$ cat src/hdl/cmvc_pkg.sv
// ----------------------------------------------------------------------------
// cmvc_pkg
// Shared types and constants for the center-of-mass velocity contact block.
// ----------------------------------------------------------------------------
`timescale 1ns / 1ps

package cmvc_pkg;

  localparam int unsigned DATA_W    = 24;
  localparam int unsigned CFG_IDX_W = 2;
  localparam int unsigned MIDX_W    = 3;

  // Configuration register indexes
  localparam logic [CFG_IDX_W-1:0] CFG_ADJUST_ACC = 2'd0;
  localparam logic [CFG_IDX_W-1:0] CFG_INV_STEP   = 2'd1;

  localparam logic [DATA_W-1:0] INV_STEP_RESET = 24'd4096;
  localparam logic signed [DATA_W-1:0] SAT_MAX = 24'sh7FFFFF;
  localparam logic signed [DATA_W-1:0] SAT_MIN = 24'sh800000;

  typedef struct packed {
    logic [DATA_W-1:0]        mass;
    logic signed [DATA_W-1:0] vel_x;
    logic signed [DATA_W-1:0] vel_y;
    logic signed [DATA_W-1:0] vel_z;
    logic signed [DATA_W-1:0] acc_x;
    logic signed [DATA_W-1:0] acc_y;
    logic signed [DATA_W-1:0] acc_z;
    logic                     last_material;
  } item_t;

  typedef struct packed {
    logic signed [DATA_W-1:0] new_vel_x;
    logic signed [DATA_W-1:0] new_vel_y;
    logic signed [DATA_W-1:0] new_vel_z;
    logic signed [DATA_W-1:0] new_acc_x;
    logic signed [DATA_W-1:0] new_acc_y;
    logic signed [DATA_W-1:0] new_acc_z;
    logic [MIDX_W-1:0]        material_index;
    logic                     last_result;
    logic                     zero_mass;
  } result_t;

  // Controller to datapath
  typedef struct packed {
    logic       in_ready;
    logic       mac;
    logic       div_chk;
    logic       div_step;
    logic       div_fin;
    logic       mul;
    logic       add;
    logic       out_load;
    logic       k_inc;
    logic       clr;
    logic [1:0] comp;
  } cmd_t;

  // Datapath to controller
  typedef struct packed {
    logic in_valid;
    logic in_last;
    logic full;
    logic last;
    logic zm;
    logic sat;
    logic k_last;
    logic out_free;
  } sts_t;

endpackage

$ cat src/hdl/cmvc_ctrl.sv
// ----------------------------------------------------------------------------
// cmvc_ctrl
// Controller: sequences item intake, per-node division and result emission.
// ----------------------------------------------------------------------------
`timescale 1ns / 1ps

module cmvc_ctrl import cmvc_pkg::*; (
  input  logic clk_i,
  input  logic rst_ni,
  input  sts_t sts_i,
  output cmd_t cmd_o
);

  localparam logic [3:0] S_IDLE = 4'd0;
  localparam logic [3:0] S_MAC  = 4'd1;
  localparam logic [3:0] S_DCHK = 4'd2;
  localparam logic [3:0] S_DIT  = 4'd3;
  localparam logic [3:0] S_DFIN = 4'd4;
  localparam logic [3:0] S_RD   = 4'd5;
  localparam logic [3:0] S_MUL  = 4'd6;
  localparam logic [3:0] S_ADD  = 4'd7;
  localparam logic [3:0] S_OUT  = 4'd8;

  localparam logic [1:0] COMP_LAST = 2'd2;
  localparam logic [4:0] BIT_TOP   = 5'(DATA_W - 1);

  logic [3:0] state_q, state_d;
  logic [1:0] comp_q, comp_d;
  logic [4:0] bit_q, bit_d;

  // Next state
  always_comb begin
    state_d = state_q;
    comp_d  = comp_q;
    bit_d   = bit_q;
    unique case (state_q)
      S_IDLE: begin
        comp_d = '0;
        if (sts_i.in_valid) begin
          priority if (!sts_i.full) begin
            state_d = S_MAC;
          end else if (sts_i.in_last) begin
            state_d = S_DCHK;
          end else begin
            state_d = S_IDLE;
          end
        end
      end
      S_MAC: begin
        if (comp_q == COMP_LAST) begin
          comp_d  = '0;
          state_d = sts_i.last ? S_DCHK : S_IDLE;
        end else begin
          comp_d = comp_q + 2'd1;
        end
      end
      S_DCHK: begin
        priority if (sts_i.zm) begin
          comp_d  = '0;
          state_d = S_RD;
        end else if (sts_i.sat) begin
          if (comp_q == COMP_LAST) begin
            comp_d  = '0;
            state_d = S_RD;
          end else begin
            comp_d = comp_q + 2'd1;
          end
        end else begin
          bit_d   = BIT_TOP;
          state_d = S_DIT;
        end
      end
      S_DIT: begin
        if (bit_q == '0) begin
          state_d = S_DFIN;
        end else begin
          bit_d = bit_q - 5'd1;
        end
      end
      S_DFIN: begin
        if (comp_q == COMP_LAST) begin
          comp_d  = '0;
          state_d = S_RD;
        end else begin
          comp_d  = comp_q + 2'd1;
          state_d = S_DCHK;
        end
      end
      S_RD: begin
        comp_d  = '0;
        state_d = S_MUL;
      end
      S_MUL: begin
        state_d = S_ADD;
      end
      S_ADD: begin
        if (comp_q == COMP_LAST) begin
          state_d = S_OUT;
        end else begin
          comp_d  = comp_q + 2'd1;
          state_d = S_MUL;
        end
      end
      S_OUT: begin
        if (sts_i.out_free) begin
          state_d = sts_i.k_last ? S_IDLE : S_RD;
        end
      end
      default: begin
        state_d = S_IDLE;
      end
    endcase
  end

  always_ff @(posedge clk_i or negedge rst_ni) begin
    if (!rst_ni) begin
      state_q <= S_IDLE;
      comp_q  <= '0;
      bit_q   <= '0;
    end else begin
      state_q <= state_d;
      comp_q  <= comp_d;
      bit_q   <= bit_d;
    end
  end

  // Commands
  assign cmd_o.in_ready = (state_q == S_IDLE);
  assign cmd_o.mac      = (state_q == S_MAC);
  assign cmd_o.div_chk  = (state_q == S_DCHK);
  assign cmd_o.div_step = (state_q == S_DIT);
  assign cmd_o.div_fin  = (state_q == S_DFIN);
  assign cmd_o.mul      = (state_q == S_MUL);
  assign cmd_o.add      = (state_q == S_ADD);
  assign cmd_o.out_load = (state_q == S_OUT) && sts_i.out_free;
  assign cmd_o.k_inc    = cmd_o.out_load && !sts_i.k_last;
  assign cmd_o.clr      = cmd_o.out_load && sts_i.k_last;
  assign cmd_o.comp     = comp_q;

  // Checks
  a_comp_range: assert property (@(posedge clk_i) disable iff (!rst_ni)
    comp_q != 2'd3) else $error("component index out of range");

  a_div_nonzero: assert property (@(posedge clk_i) disable iff (!rst_ni)
    (state_q == S_DIT) |-> !sts_i.zm) else $error("divide by zero mass");

  a_div_end: assert property (@(posedge clk_i) disable iff (!rst_ni)
    (state_q == S_DIT && bit_q == '0) |=> (state_q == S_DFIN))
    else $error("divider did not finish");

  a_out_room: assert property (@(posedge clk_i) disable iff (!rst_ni)
    cmd_o.out_load |-> sts_i.out_free) else $error("output register overrun");

endmodule

$ cat config.mk
export PLATFORM = sky130hd
export DESIGN_NAME = cmvc_ctrl
export DESIGN_NICKNAME = d
export VERILOG_FILES = /design/src/hdl/cmvc_pkg.sv /design/src/hdl/cmvc_ctrl.sv
export SDC_FILE = /design/constraint.sdc
export NUM_CORES = 1
export LEC_CHECK = 0
export ABC_AREA = 1
export ABC_CLOCK_PERIOD_IN_PS = 1900
export BUFFER_PORTS_ARGS = -buffer_cell sky130_fd_sc_hd__buf_2
export CELL_PAD_IN_SITES_DETAIL_PLACEMENT = 0
export CELL_PAD_IN_SITES_GLOBAL_PLACEMENT = 1
export CORE_MARGIN = 8
export CORE_UTILIZATION = 35
export DETAILED_ROUTE_END_ITERATION = 7
export GPL_TIMING_DRIVEN = 0
export PLACE_DENSITY = 0.86
export SKIP_LAST_GASP = 1
export SLEW_MARGIN = 20
export SYNTH_ARGS = -nofsm -noshare
export SYNTH_HDL_FRONTEND = slang
export SYNTH_SLANG_ARGS = --single-unit
$ cat constraint.sdc
create_clock -name clk_i -period 1.9 [get_ports clk_i]
set_clock_uncertainty 0.2 [all_clocks]
set_input_delay 0.095 -clock clk_i [delete_from_list [all_inputs] [get_ports clk_i]]
set_output_delay 0.095 -clock clk_i [all_outputs]
set_load 0.1 [all_outputs]
==> results_dict.tcl <==
set metrics [dict create \
    via_per_inst 4.866 \
    fp.dieArea_um2 4406 \
    first_iter_violations 42 \
    slew_violations 0 \
    synth_area_um2 888.4 \
    setup_violations 0 \
    cts-htree-levels 1 \
    core.rowCount 18 \
    reg2regPathDepth 9 \
    vias 978 \
    avgSynthCellArea_um2 6.212 \
    drc 0 \
    worstHoldPathCells 4 \
    insertion_delay_ns 0.26 \
    die_x_um 66.38 \
    core-area_um2 2432 \
    async_flop_share_pct 100.0 \
    p_leak_uw 0.0006442 \
    min_from "sts_i[2]" \
    grt_first_pass_wirelength_um 4029 \
    required_ns 1.60 \
    fmax_ghz 0.5325 \
    routed_wl_um 2334 \
    synthTopCellsByArea "dfrtp_1 31%, nand2_1 19%, inv_1 9.3%, nor2_1 8.9%, nand3_1 7.3%" \
    min_path_type "in2reg" \
    netlist.area_leader.share_pct 30.99 \
    swShare_pct 60.24 \
    track_usage_pct 11.39 \
    antenna_found_initial 0 \
    cts.sink_count 11 \
    antenna_cells 0 \
    netSwitchingPower_uw 1165 \
    cts-root-buf "clkbuf_4" \
    detail-route-antenna-nets 0 \
    tightestPinTransition_ns 0.4876 \
    p_int_uw 768.8 \
    synth_cells 143 \
    synth_cell_types 20 \
    worstReg2RegEnd "state_q[1]" \
    drive_gt1_share_pct 30.99 \
    ys_seq_area_share_pct 30.99 \
    dpl_cell_area_um2 1086 \
    synth_seq_cells 11 \
    status "finished, final reports clean" \
    synth_edf_count 0 \
    cts_tree "yes" \
    synthMostInstantiatedCell "nand2_1" \
    wire_per_inst_um 11.61 \
    rr_startpoint "comp_q[0]" \
    relSlewSlack_pct 67.72 \
    rsz0062_at_grt "true" \
    grt_max_degree 12 \
    crit_fanout 7 \
    ir_drop_v 0.0008823 \
    synth_area_leader_cell "dfrtp_1" \
    start_util_pct 36.52 \
    min_period_ns 1.878 \
    overflow 0 \
    areaGrowthSynthToFinish_pct 36.34 \
    io_pins 22 \
    clockPowerShare_pct 8.0 \
    fin_util_pct 49.79 \
    synth-main-ff-cell "dfrtp_1" \
    powerDensity_nw_per_um2 1596 \
    startpoint_type "flop" \
    post-route-period-util_pct 98.84 \
    synth_common_cells "44 x nand2_1, 22 x inv_1, 21 x nor2_1" \
    hold_slack_ns 0.02480 \
    die_h_um 66.38 \
    ys_warn_count 0 \
    power_frac_comb_pct 69.1 \
    clk_pin_slew_ns 0.07 \
    r2r_slack_ns 0.25 \
    gp_congestion 0.8600 \
    cp.arrival_ns 1.58 \
    final_area_um2 1211 \
    final_hold_viol_count 0 \
    synth_nets 157 \
    nNetsFinal 186 \
    cp-end-kind "primary output" \
    dp.final_hpwl_um 1927 \
    cts_inserted_buffers 3 \
    ctsLongestPathBuffers 2 \
    seqPwrFrac_pct 22.9 \
    critical_path_class "reg2out" \
    port_buffers 21 \
    maxCapViolations 0 \
    whs_endpoint "bit_q[4]" \
    grt_pass1_vias 947 \
    dr.pass1.iters 4 \
]
-- registers in the layout (all words and copies together) (netlist names) --
signal,count
comp_q,2
state_q,4
bit_q,5
-- what timing repair did --
item	CTS	global route
endpoints found under the setup margin	6	9
pin swaps	0	1
gates cloned	0	0
buffers inserted	0	1
hold endpoints to repair	12	0
hold buffers	2	0
gates resized for setup	13	12
-- through the flow --
| step | std cells | worst slack, ns | TNS, ns | power (µW) |
|---|---|---|---|---|
| finish | 201 | 0.02197 | 0 | 1933 |
| global route | 201 | -0.05496 | -0.07405 | 2100 |
| CTS | 200 | -0.05994 | -0.09852 | 1910 |
| detailed placement | 194 | -0.1320 | -0.3226 | 1706 |
| global placement | 194 | -0.1128 | -0.2716 | 1681 |
| floorplan | 143 | -0.2637 | -0.6841 | 1474 |
-- routing by layer --
| metal | up-vias | track usage, % | routed length, µm |
|---|---|---|---|
| li1 | 508 | - | - |
| met1 | 445 | 13.20 | 967 |
| met2 | 23 | 20.02 | 1215 |
| met3 | 2 | 3.729 | 143 |
| met4 | 0 | 1.867 | 7 |
| met5 | - | 0 | 0 |
-- area by class of cell --
class	count	area, µm²
Clock buffer	4	26.28
Sequential cell	11	280.3
Timing Repair Buffer	24	183.9
Fill cell	243	1221
Inverter	23	90.09
Tap cell	30	37.54
Multi-Input combinational cell	109	593.1
-- worst max-delay path, stage by stage, from the launching register on --
cell	delay, ns
dfrtp_2	0.48
nor2_4	0.21
nand4_1	0.24
nor2_4	0.17
buf_8	0.21
-- power by group through the flow --
stage | clock network [µW] | registers, µW | logic, µW
2_1_floorplan | 0 | 499 | 975
3_3_place_gp | 0 | 421 | 1260
3_5_place_dp | 0 | 429 | 1280
4_1_cts | 158 | 439 | 1310
5_1_grt | 172 | 457 | 1470
6_report | 154 | 443 | 1340
-- how the worst max path moves through the flow --
stage | startpoint | cells past startpoint | to
6_report | state_q[0] | 4 | cmd_o[3]
5_1_grt | state_q[0] | 4 | cmd_o[3]
4_1_cts | state_q[0] | 4 | cmd_o[3]
3_5_place_dp | state_q[0] | 4 | cmd_o[3]
3_3_place_gp | state_q[0] | 4 | cmd_o[3]
2_1_floorplan | state_q[3] | 7 | state_q[2]
-- cells by family after synthesis --
family,count (synthesis),synth area share (%)
AND/OR/NAND/NOR,94,46.62
buffers and inverters,23,9.718
AO/OA/AOI/OAI,11,7.043
flip-flops,11,30.99
adder cells (fa/ha/maj),4,5.634
-- cell usage in the layout (no fill, tap or decap), drive strengths merged --
cell         count
clkinvlp         1
nand3b           2
buf             20
or2              1
nand3           14
dfrtp           11
o21bai           1
nor2            24
a31oi            1
nand4            3
ha               4
clkbuf           6
inv             22
nor3             1
a21oi            4
nand2           48
and3             1
dlygate4sd3      2
o21ai            5
Power figures use the tool's default switching activity.
